==> src/rtl/core/nfcfr_pkg.sv <==
package nfcfr_pkg;

   localparam logic [7:0] StartLead  = 8'h00;
   localparam logic [7:0] StartCode  = 8'hFF;
   localparam logic [7:0] AckLen     = 8'h00;
   localparam logic [7:0] AckLcs     = 8'hFF;
   localparam logic [7:0] HeaderLen  = 8'd2;

   typedef enum logic [3:0] {
      PH_HUNT = 4'd0,
      PH_LEN  = 4'd1,
      PH_LCS  = 4'd2,
      PH_TFI  = 4'd3,
      PH_CMD  = 4'd4,
      PH_DATA = 4'd5,
      PH_DCS  = 4'd6
   } phase_type;

   typedef enum logic [1:0] {
      KIND_DATA = 2'd0,
      KIND_END  = 2'd1,
      KIND_ACK  = 2'd2
   } kind_type;

   typedef enum logic [1:0] {
      ST_GOOD    = 2'd0,
      ST_LCS_BAD = 2'd1,
      ST_DCS_BAD = 2'd2,
      ST_SHORT   = 2'd3
   } status_type;

   typedef struct packed {
      kind_type   kind;
      logic [7:0] payload_byte;
      logic [7:0] command_code;
      logic [7:0] payload_count;
      status_type status;
      logic       frame_last;
   } rsp_type;

endpackage

==> src/rtl/core/nfcfr_req_if.sv <==
interface nfcfr_req_if;
   logic       valid;
   logic       ready;
   logic [7:0] rx_byte;

   modport source (output valid, output rx_byte, input ready);
   modport sink (input valid, input rx_byte, output ready);
endinterface

==> src/rtl/core/nfcfr_rsp_if.sv <==
interface nfcfr_rsp_if;
   logic       valid;
   logic       ready;
   logic [1:0] kind;
   logic [7:0] payload_byte;
   logic [7:0] command_code;
   logic [7:0] payload_count;
   logic [1:0] status;
   logic       frame_last;

   modport source (
      output valid, output kind, output payload_byte, output command_code,
      output payload_count, output status, output frame_last, input ready
   );
   modport sink (
      input valid, input kind, input payload_byte, input command_code,
      input payload_count, input status, input frame_last, output ready
   );
endinterface

==> src/rtl/core/nfc_frame_receiver_unit.sv <==
// A request's byte is held in an input register and any result it yields in a
// result register; a full result register that is not taken stalls the input.
// Throughput: one request per cycle while the output is not stalled; a request
// may be accepted while the previous result still waits on the output.
// Reset is synchronous and active high; it empties both registers and puts
// the parser back to hunting for the start code.
module nfc_frame_receiver_unit (
   input  logic clock,
   input  logic reset,
   nfcfr_req_if.sink   req_ch,
   nfcfr_rsp_if.source rsp_ch
);

   logic                  in_valid_ff, in_valid_in;
   logic [7:0]            in_byte_ff, in_byte_in;
   logic                  out_valid_ff, out_valid_in;
   nfcfr_pkg::rsp_type    out_ff, out_in;

   nfcfr_pkg::phase_type  phase_ff, phase_in;
   logic                  saw_zero_ff, saw_zero_in;
   logic [7:0]            frame_length_ff, frame_length_in;
   logic [7:0]            bytes_left_ff, bytes_left_in;
   logic [7:0]            running_sum_ff, running_sum_in;
   logic [7:0]            held_command_ff, held_command_in;

   logic                  work_go;
   logic                  req_fire;
   logic                  emit;
   logic [7:0]            sum_next;
   logic [7:0]            left_next;
   nfcfr_pkg::rsp_type    res;

   assign work_go      = in_valid_ff && (!out_valid_ff || rsp_ch.ready);
   assign req_ch.ready = !in_valid_ff || work_go;
   assign req_fire     = req_ch.valid && req_ch.ready;
   assign sum_next     = running_sum_ff + in_byte_ff;
   assign left_next    = bytes_left_ff - 8'd1;

   always_comb begin
      phase_in        = phase_ff;
      saw_zero_in     = saw_zero_ff;
      frame_length_in = frame_length_ff;
      bytes_left_in   = bytes_left_ff;
      running_sum_in  = running_sum_ff;
      held_command_in = held_command_ff;
      emit            = 1'b0;
      res             = '{kind: nfcfr_pkg::KIND_DATA, payload_byte: 8'd0,
                          command_code: 8'd0, payload_count: 8'd0,
                          status: nfcfr_pkg::ST_GOOD, frame_last: 1'b0};
      unique case (phase_ff)
         nfcfr_pkg::PH_LEN: begin
            frame_length_in = in_byte_ff;
            phase_in        = nfcfr_pkg::PH_LCS;
         end
         nfcfr_pkg::PH_LCS: begin
            if (frame_length_ff == nfcfr_pkg::AckLen && in_byte_ff == nfcfr_pkg::AckLcs) begin
               phase_in       = nfcfr_pkg::PH_HUNT;
               saw_zero_in    = 1'b0;
               emit           = 1'b1;
               res.kind       = nfcfr_pkg::KIND_ACK;
               res.frame_last = 1'b1;
            end else if (8'(frame_length_ff + in_byte_ff) != 8'd0) begin
               phase_in       = nfcfr_pkg::PH_HUNT;
               saw_zero_in    = 1'b0;
               emit           = 1'b1;
               res.kind       = nfcfr_pkg::KIND_END;
               res.status     = nfcfr_pkg::ST_LCS_BAD;
               res.frame_last = 1'b1;
            end else if (frame_length_ff < nfcfr_pkg::HeaderLen) begin
               phase_in       = nfcfr_pkg::PH_HUNT;
               saw_zero_in    = 1'b0;
               emit           = 1'b1;
               res.kind       = nfcfr_pkg::KIND_END;
               res.status     = nfcfr_pkg::ST_SHORT;
               res.frame_last = 1'b1;
            end else begin
               running_sum_in = 8'd0;
               phase_in       = nfcfr_pkg::PH_TFI;
            end
         end
         nfcfr_pkg::PH_TFI: begin
            running_sum_in = sum_next;
            phase_in       = nfcfr_pkg::PH_CMD;
         end
         nfcfr_pkg::PH_CMD: begin
            running_sum_in  = sum_next;
            held_command_in = in_byte_ff - 8'd1;
            bytes_left_in   = frame_length_ff - nfcfr_pkg::HeaderLen;
            phase_in        = (frame_length_ff == nfcfr_pkg::HeaderLen) ?
                              nfcfr_pkg::PH_DCS : nfcfr_pkg::PH_DATA;
         end
         nfcfr_pkg::PH_DATA: begin
            running_sum_in   = sum_next;
            bytes_left_in    = left_next;
            if (left_next == 8'd0) begin
               phase_in = nfcfr_pkg::PH_DCS;
            end
            emit             = 1'b1;
            res.payload_byte = in_byte_ff;
         end
         nfcfr_pkg::PH_DCS: begin
            running_sum_in    = sum_next;
            phase_in          = nfcfr_pkg::PH_HUNT;
            saw_zero_in       = 1'b0;
            emit              = 1'b1;
            res.kind          = nfcfr_pkg::KIND_END;
            res.command_code  = held_command_ff;
            res.payload_count = frame_length_ff - nfcfr_pkg::HeaderLen;
            res.status        = (sum_next == 8'd0) ? nfcfr_pkg::ST_GOOD :
                                nfcfr_pkg::ST_DCS_BAD;
            res.frame_last    = 1'b1;
         end
         default: begin
            if (saw_zero_ff && in_byte_ff == nfcfr_pkg::StartCode) begin
               saw_zero_in = 1'b0;
               phase_in    = nfcfr_pkg::PH_LEN;
            end else begin
               phase_in    = nfcfr_pkg::PH_HUNT;
               saw_zero_in = (in_byte_ff == nfcfr_pkg::StartLead);
            end
         end
      endcase
   end

   always_comb begin
      in_byte_in   = req_fire ? req_ch.rx_byte : in_byte_ff;
      in_valid_in  = req_fire || (in_valid_ff && !work_go);
      out_valid_in = (out_valid_ff && !rsp_ch.ready) || (work_go && emit);
      out_in       = (work_go && emit) ? res : out_ff;
   end

   always_ff @(posedge clock) begin
      if (reset) begin
         in_valid_ff  <= 1'b0;
         out_valid_ff <= 1'b0;
         phase_ff     <= nfcfr_pkg::PH_HUNT;
         saw_zero_ff  <= 1'b0;
      end else begin
         in_valid_ff  <= in_valid_in;
         out_valid_ff <= out_valid_in;
         if (work_go) begin
            phase_ff    <= phase_in;
            saw_zero_ff <= saw_zero_in;
         end
      end
   end

   always_ff @(posedge clock) begin
      in_byte_ff <= in_byte_in;
      out_ff     <= out_in;
      if (work_go) begin
         frame_length_ff <= frame_length_in;
         bytes_left_ff   <= bytes_left_in;
         running_sum_ff  <= running_sum_in;
         held_command_ff <= held_command_in;
      end
   end

   assign rsp_ch.valid         = out_valid_ff;
   assign rsp_ch.kind          = out_ff.kind;
   assign rsp_ch.payload_byte  = out_ff.payload_byte;
   assign rsp_ch.command_code  = out_ff.command_code;
   assign rsp_ch.payload_count = out_ff.payload_count;
   assign rsp_ch.status        = out_ff.status;
   assign rsp_ch.frame_last    = out_ff.frame_last;

`ifndef SYNTH
   a_data_not_last: assert property (@(posedge clock) disable iff (reset)
      (out_valid_ff && out_ff.kind == nfcfr_pkg::KIND_DATA) |->
      (!out_ff.frame_last && out_ff.status == nfcfr_pkg::ST_GOOD))
      else $error("payload result marked as frame end");

   a_dcs_to_hunt: assert property (@(posedge clock) disable iff (reset)
      (work_go && phase_ff == nfcfr_pkg::PH_DCS) |=>
      (phase_ff == nfcfr_pkg::PH_HUNT && !saw_zero_ff))
      else $error("parser did not return to hunting after the data checksum");

   a_data_count: assert property (@(posedge clock) disable iff (reset)
      (phase_ff == nfcfr_pkg::PH_DATA) |-> (bytes_left_ff != 8'd0))
      else $error("payload phase entered with no bytes left");

   a_empty_ready: assert property (@(posedge clock) disable iff (reset)
      !in_valid_ff |-> req_ch.ready)
      else $error("input register empty but request not taken");
`endif

endmodule

==> src/flat_wrapper.sv <==
// flat-port wrapper written by rule: the top's interface ports become plain ports
module nfc_frame_receiver_unit_flat 
  (clock, reset, req_ch_valid, req_ch_rx_byte, req_ch_ready, rsp_ch_valid, rsp_ch_kind, rsp_ch_payload_byte, rsp_ch_command_code, rsp_ch_payload_count, rsp_ch_status, rsp_ch_frame_last, rsp_ch_ready);
  nfcfr_req_if req_ch_i ();
  nfcfr_rsp_if rsp_ch_i ();
  input  logic clock;
  input  logic reset;
  input wire logic [$bits(req_ch_i.valid)-1:0] req_ch_valid;
  input wire logic [$bits(req_ch_i.rx_byte)-1:0] req_ch_rx_byte;
  output wire logic [$bits(req_ch_i.ready)-1:0] req_ch_ready;
  output wire logic [$bits(rsp_ch_i.valid)-1:0] rsp_ch_valid;
  output wire logic [$bits(rsp_ch_i.kind)-1:0] rsp_ch_kind;
  output wire logic [$bits(rsp_ch_i.payload_byte)-1:0] rsp_ch_payload_byte;
  output wire logic [$bits(rsp_ch_i.command_code)-1:0] rsp_ch_command_code;
  output wire logic [$bits(rsp_ch_i.payload_count)-1:0] rsp_ch_payload_count;
  output wire logic [$bits(rsp_ch_i.status)-1:0] rsp_ch_status;
  output wire logic [$bits(rsp_ch_i.frame_last)-1:0] rsp_ch_frame_last;
  input wire logic [$bits(rsp_ch_i.ready)-1:0] rsp_ch_ready;
  assign req_ch_i.valid = req_ch_valid;
  assign req_ch_i.rx_byte = req_ch_rx_byte;
  assign req_ch_ready = req_ch_i.ready;
  assign rsp_ch_valid = rsp_ch_i.valid;
  assign rsp_ch_kind = rsp_ch_i.kind;
  assign rsp_ch_payload_byte = rsp_ch_i.payload_byte;
  assign rsp_ch_command_code = rsp_ch_i.command_code;
  assign rsp_ch_payload_count = rsp_ch_i.payload_count;
  assign rsp_ch_status = rsp_ch_i.status;
  assign rsp_ch_frame_last = rsp_ch_i.frame_last;
  assign rsp_ch_i.ready = rsp_ch_ready;
  nfc_frame_receiver_unit u_core (.clock(clock), .reset(reset), .req_ch(req_ch_i), .rsp_ch(rsp_ch_i));
endmodule
==> config.mk <==
export PLATFORM = sky130hd
export DESIGN_NAME = nfc_frame_receiver_unit_flat
export DESIGN_NICKNAME = d
export VERILOG_FILES = /design/src/rtl/core/nfcfr_pkg.sv /design/src/rtl/core/nfcfr_req_if.sv /design/src/rtl/core/nfcfr_rsp_if.sv /design/src/rtl/core/nfc_frame_receiver_unit.sv /design/src/flat_wrapper.sv
export SDC_FILE = /design/constraint.sdc
export NUM_CORES = 1
export LEC_CHECK = 0
export BUFFER_PORTS_ARGS = -buffer_cell sky130_fd_sc_hd__clkbuf_2
export CELL_PAD_IN_SITES_DETAIL_PLACEMENT = 0
export CELL_PAD_IN_SITES_GLOBAL_PLACEMENT = 1
export CORE_AREA = 8 8 112 104
export DETAILED_ROUTE_END_ITERATION = 8
export DIE_AREA = 0 0 120 112
export PLACE_DENSITY = 0.77
export SLEW_MARGIN = 20
export SYNTH_ARGS = -nofsm -noshare
export SYNTH_HDL_FRONTEND = slang
export SYNTH_SLANG_ARGS = --single-unit
==> constraint.sdc <==
create_clock -name clock -period 4.4 [get_ports clock]
set_input_delay 0.66 -clock clock [delete_from_list [all_inputs] [get_ports clock]]
set_output_delay 0.66 -clock clock [all_outputs]
set_load 0.1 [all_outputs]
Word-level counts from Yosys, hierarchy flattened:

Index checks and enable logic that the tools add are counted.

* add/sub/neg operators: 5
* $mul: 0
* div/mod/pow operators: 0
* $lt $le $gt $ge: 1
* equality and inequality tests: 13
* shifts and indexed selects: 0
* muxes and demuxes: 31
* bitwise gates (word level): 1
* reduce and logical (&&, ||, !) cells: 31

Operator list (number)
* $logic_not 8->1: 4
* $pmux 8 s2: 2
* $mux 8: 3
* $pmux 4 s6: 1
* $add 8x8->8: 2
* $sub 8x1->8 const B: 2
* $mux 2: 7
* $eq 4x3->1 const B: 3
* $mux 1: 10
* $eq 4x2->1 const B: 2
* $eq 8x2->1 const B: 1
* $eq 8x8->1 const B: 1
* $lt 8x2->1 const B: 1
* $mux 4: 2
* $reduce_and 2->1: 4
* $reduce_bool 8->1: 1
* $reduce_or 4->1: 2
* $sub 8x2->8 const B: 1
* $logic_and 1x1->1: 7
* $mux 3: 2
* $ne 2x2->1 const B: 3
* $pmux 3 s2: 1
* $reduce_and 5->1: 1
* $eq 4x1->1 const B: 1
* other kinds (11): 18

* register bits: 76
* bits in latches: 0
* RAM bits: 0
* ROM bits: 0
* input port bits: 12
* output and inout port bits: 31
* logic and storage cells: 97
* memories kept: 0

Longest topological paths before layout:

* depth after elaboration: 7
* mapped depth: 9
* gate-level depth less buffers: 9

Least setup slack after synthesis:

Ideal clock, no wire load.

* path kind: register to register
* from: register u_core.in_byte_ff[0]
* to: register u_core.out_ff, in the netlist u_core.rsp_ch.command_code[0] (enable)
* setup time: 459 ps
* arrival: 4181 ps
* required time: 3941 ps
* setup slack: -240 ps
* stages on the path, launching flop included: 9
* buffers on the path: 0
* period minus slack after synthesis: 4640 ps
* cell sequence: edfxtp_1 > ha_1 > fa_1 > nand2_1 > a21oi_1 > nor4b_1 > nor4_2 > and3_1 > o31ai_1

* longest elaborated chain between the ends: 6
* elaborated cells on any way between the ends: 8
* those cells by class: add/sub (1); eq/ne (1); mux (3); reduce/logical (3)

Ends and longest elaborated chain
* start, declared: line nfc_frame_receiver_unit.sv:15 `logic [7:0] in_byte_ff, in_byte_in;`
* start signal, assigned: line nfc_frame_receiver_unit.sv:149 `in_byte_ff <= in_byte_in;`
* $add 8x8->8: line nfc_frame_receiver_unit.sv:62 `end else if (8'(frame_length_ff + in_byte_ff) != 8'd0) begin`
* $reduce_bool 8->1: line nfc_frame_receiver_unit.sv:62
* $mux 1: line nfc_frame_receiver_unit.sv:62
* $mux 1 (*): line nfc_frame_receiver_unit.sv:56 `if (frame_length_ff == nfcfr_pkg::AckLen && in_byte_ff == nfcfr_pkg::AckLcs) begin`
* $pmux 1 s2 (*): line nfc_frame_receiver_unit.sv:50 `unique case (phase_ff)`
* $logic_and 1x1->1 (*): line nfc_frame_receiver_unit.sv:129 `out_in = (work_go && emit) ? res : out_ff;`
* end signal, assigned: line nfc_frame_receiver_unit.sv:150 `out_ff <= out_in;`
* end, declared: line nfc_frame_receiver_unit.sv:17 `nfcfr_pkg::rsp_type out_ff, out_in;`

Mark *: on every way between the ends. The rest lies on a longest branch, timed or not.
A chain may end at the register's enable or synchronous reset.

Final worst setup path:

* from: register u_core.in_byte_ff[0]
* to: register u_core.running_sum_ff[6] (enable)

* longest elaborated chain between the ends: 4
* elaborated cells on any way between the ends: 7
* those cells by class: add/sub (1); eq/ne (3); reduce/logical (3)

Ends and longest elaborated chain
* $add 8x8->8 or $eq 8x8->1 (tied branches): line nfc_frame_receiver_unit.sv:62, nfc_frame_receiver_unit.sv:56
* $reduce_bool 8->1 or $logic_and 1x1->1 (tied branches): line nfc_frame_receiver_unit.sv:62, nfc_frame_receiver_unit.sv:56
* $ne 2x2->1 (no line)
* $reduce_and 5->1 (no line) (*)
* end signal, assigned: line nfc_frame_receiver_unit.sv:154 `running_sum_ff <= running_sum_in;`
* end, declared: line nfc_frame_receiver_unit.sv:23 `logic [7:0] running_sum_ff, running_sum_in;`

Marked as above.

==> impl_metrics.json <==
{
  "clk_pin_slew_ps": 80,
  "nFillCells": 922,
  "peakVddDrop_mv": 0.1600,
  "hold_viol_final": 0,
  "power_density_mw_per_mm2": 327.8,
  "start_util": 0.4032,
  "grt_use_met3": 0.03945,
  "seqCellArea_mm2": 0.002192,
  "vias": 2833,
  "drive_above_1_share": 0.1646,
  "fin_skew_ps": 12.31,
  "dp_hpwl_um": 6495,
  "path_class": "register to register",
  "synth.yosys.warnings": 0,
  "antenna_found_initial": 0,
  "cts_inserted_buffers": 9,
  "syn_nets": 389,
  "grt_max_degree": 30,
  "maxSlewViolCount": 0,
  "nNetsFinal": 436,
  "cp.required_ps": 4390,
  "ys_types": 55,
  "synthArstFlopShare": 0,
  "ant_nets": 0,
  "synth-seq-cells": 75,
  "fp.dieH_um": 112,
  "p_total_mw": 1.495,
  "placeableCoreArea_mm2": 0.009853,
  "ctsLongestPathBuffers": 2,
  "place.gp.congestion": 0.8828,
  "synth_cells": 355,
  "cts_resized": 0,
  "met1_usage": 0.1730,
  "period_minus_slack_ps": 3344,
  "reg2reg_depth": 8,
  "run_status": "finished, final reports clean",
  "synthToLayoutAreaGrowth_pct": 14.80,
  "worst_pin_slew_ps": 959.3,
  "synth-edff-count": 69,
  "clk_latency_ps": 360,
  "antenna_cells": 0,
  "cts_hold_buffers": 0,
  "drt_iter0_markers": 183,
  "portBuffers": 42,
  "hold_slack_ps": 473.0,
  "layout_common_cells": "edfxtp_1, nor2_1, clkbuf_2, nand2_1, a21oi_1",
  "setup_tns_ps": 0,
  "rsz0062_at_grt": "false",
  "cts_setup_buffers": 0,
  "synth_area_mm2": 0.003973,
  "hold_depth": 1,
  "cp-end-kind": "register",
  "die-area_mm2": 0.01344,
  "final-setup-viol-count": 0,
  "drc": 0,
  "arrival_ps": 3330,
  "routed_wl_um": 8650,
  "max-cap-violations": 0,
  "cts.sinks": 75,
  "h-tree-depth": 3,
  "grt_pass1_vias": 2738,
  "drt-vias-per-instance": 5.285,
  "avgSynthCellArea_um2": 11.19,
  "hold_path_class": "input pin to register",
  "die_x_um": 120,
  "final_common_cell": "edfxtp_1",
  "row_count": 35,
  "track_usage": 0.1336,
  "grt_pass1_wl_um": 14100,
  "root_buffer": "clkbuf_8",
  "cts_tree": "yes",
  "drt-pass1-iter-count": 4,
  "cellLeakagePower_nw": 1.715,
  "cp-start-kind": "register",
  "post_drt_wl_per_cell_um": 16.14,
  "multiInputGateArea_mm2": 0.001709,
  "ios": 43,
  "relSlewSlack": 0.3555,
  "overflow": 0,
  "grt_util_met2": 0.1981,
  "synth_ff_type": "edfxtp_1",
  "busiest_layer": "met2",
  "period_share": 0.7601,
  "path_max_fanout": 8,
  "yosysSeqAreaShare": 0.5518,
  "fmax_mhz": 299.0
}
==> per-stage QoR <==
step	setup slack [ps]	cell area (um2)	utilization	cells
6_report	1056	4561	0.4629	536
5_1_grt	908.9	4561	0.4629	536
4_1_cts	1057	4561	0.4629	536
3_5_place_dp	1078	4344	0.4409	520
3_3_place_gp	1242	4344	0.4409	520
2_1_floorplan	657.8	3978	-	355
==> worst paths after layout <==
| path | end | start | slack, ps |
|---|---|---|---|
| worst max-delay path | u_core.running_sum_ff[6] | u_core.in_byte_ff[0] | 1060 |
| worst max register to register | u_core.running_sum_ff[6] | u_core.in_byte_ff[0] | 1060 |
| worst min register to register | u_core.saw_zero_ff | u_core.saw_zero_ff | 520 |
| worst min-delay path | u_core.in_byte_ff[7] | req_ch_rx_byte[7] | 470 |
==> sequential cells by signal, indices dropped and copies added, names as in the netlist, 2 cells and up <==
name / count
u_core.running_sum_ff: 8
u_core.rsp_ch.payload_count: 8
u_core.rsp_ch.kind: 2
u_core.frame_length_ff: 8
u_core.bytes_left_ff: 8
u_core.held_command_ff: 8
u_core.rsp_ch.payload_byte: 8
u_core.rsp_ch.command_code: 8
u_core.in_byte_ff: 8
u_core.rsp_ch.status: 2
u_core.phase_ff: 3
==> power by group <==
group	switching, mW	internal [mW]
Sequential	0.0171	0.783
Combinational	0.0841	0.0383
Clock	0.255	0.317
==> kinds of logic after synthesis <==
group / share of synthesized area
AO/OA/AOI/OAI: 0.09449
XOR/XNOR: 0.05291
adder cells (fa/ha/maj): 0.07307
buffers and inverters: 0.02142
flip-flops: 0.5518
multiplexers: 0.005040
AND/OR/NAND/NOR: 0.2013
==> critical path, cell delays in order, from the launching register on <==
cell	delay [ps]
edfxtp_1	540
ha_1	290
fa_1	420
nand2_1	110
a21oi_1	110
and3b_1	210
nor4_2	360
nand4b_1	250
a21oi_1	680
==> cells in the mapped netlist (all sizes together), types with 5 or more instances <==
library cell / instances / area, um2
nand3: 7 / 35.03
xnor2: 10 / 87.58
dfxtp: 6 / 120.1
nor4: 9 / 62.56
o21ai: 8 / 40.04
xor2: 14 / 122.6
ha: 20 / 250.2
nor3: 12 / 60.06
a21oi: 22 / 113.9
a211oi: 5 / 42.54
and3: 13 / 81.33
nand2: 27 / 103.9
inv: 13 / 48.79
nand2b: 7 / 43.79
edfxtp: 69 / 2072
and2: 12 / 75.07
clkbuf: 7 / 26.28
nor2: 44 / 165.2
==> area by class of cell <==
| type | count | share of cell area |
|---|---|---|
| multi-input combinational | 258 | 0.3748 |
| inverter | 13 | 0.01070 |
| tap | 129 | 0.03539 |
| clock inverter | 7 | 0.02030 |
| clock buffer | 9 | 0.02716 |
| sequential | 75 | 0.4807 |
| timing repair buffer | 45 | 0.05103 |
==> routing by layer <==
metal	wire length, um	share of wire
met1	4187	0.48
met2	3748	0.43
met3	494	0.057
met4	219	0.025
met5	0	0
Power figures use the tool's default switching activity.
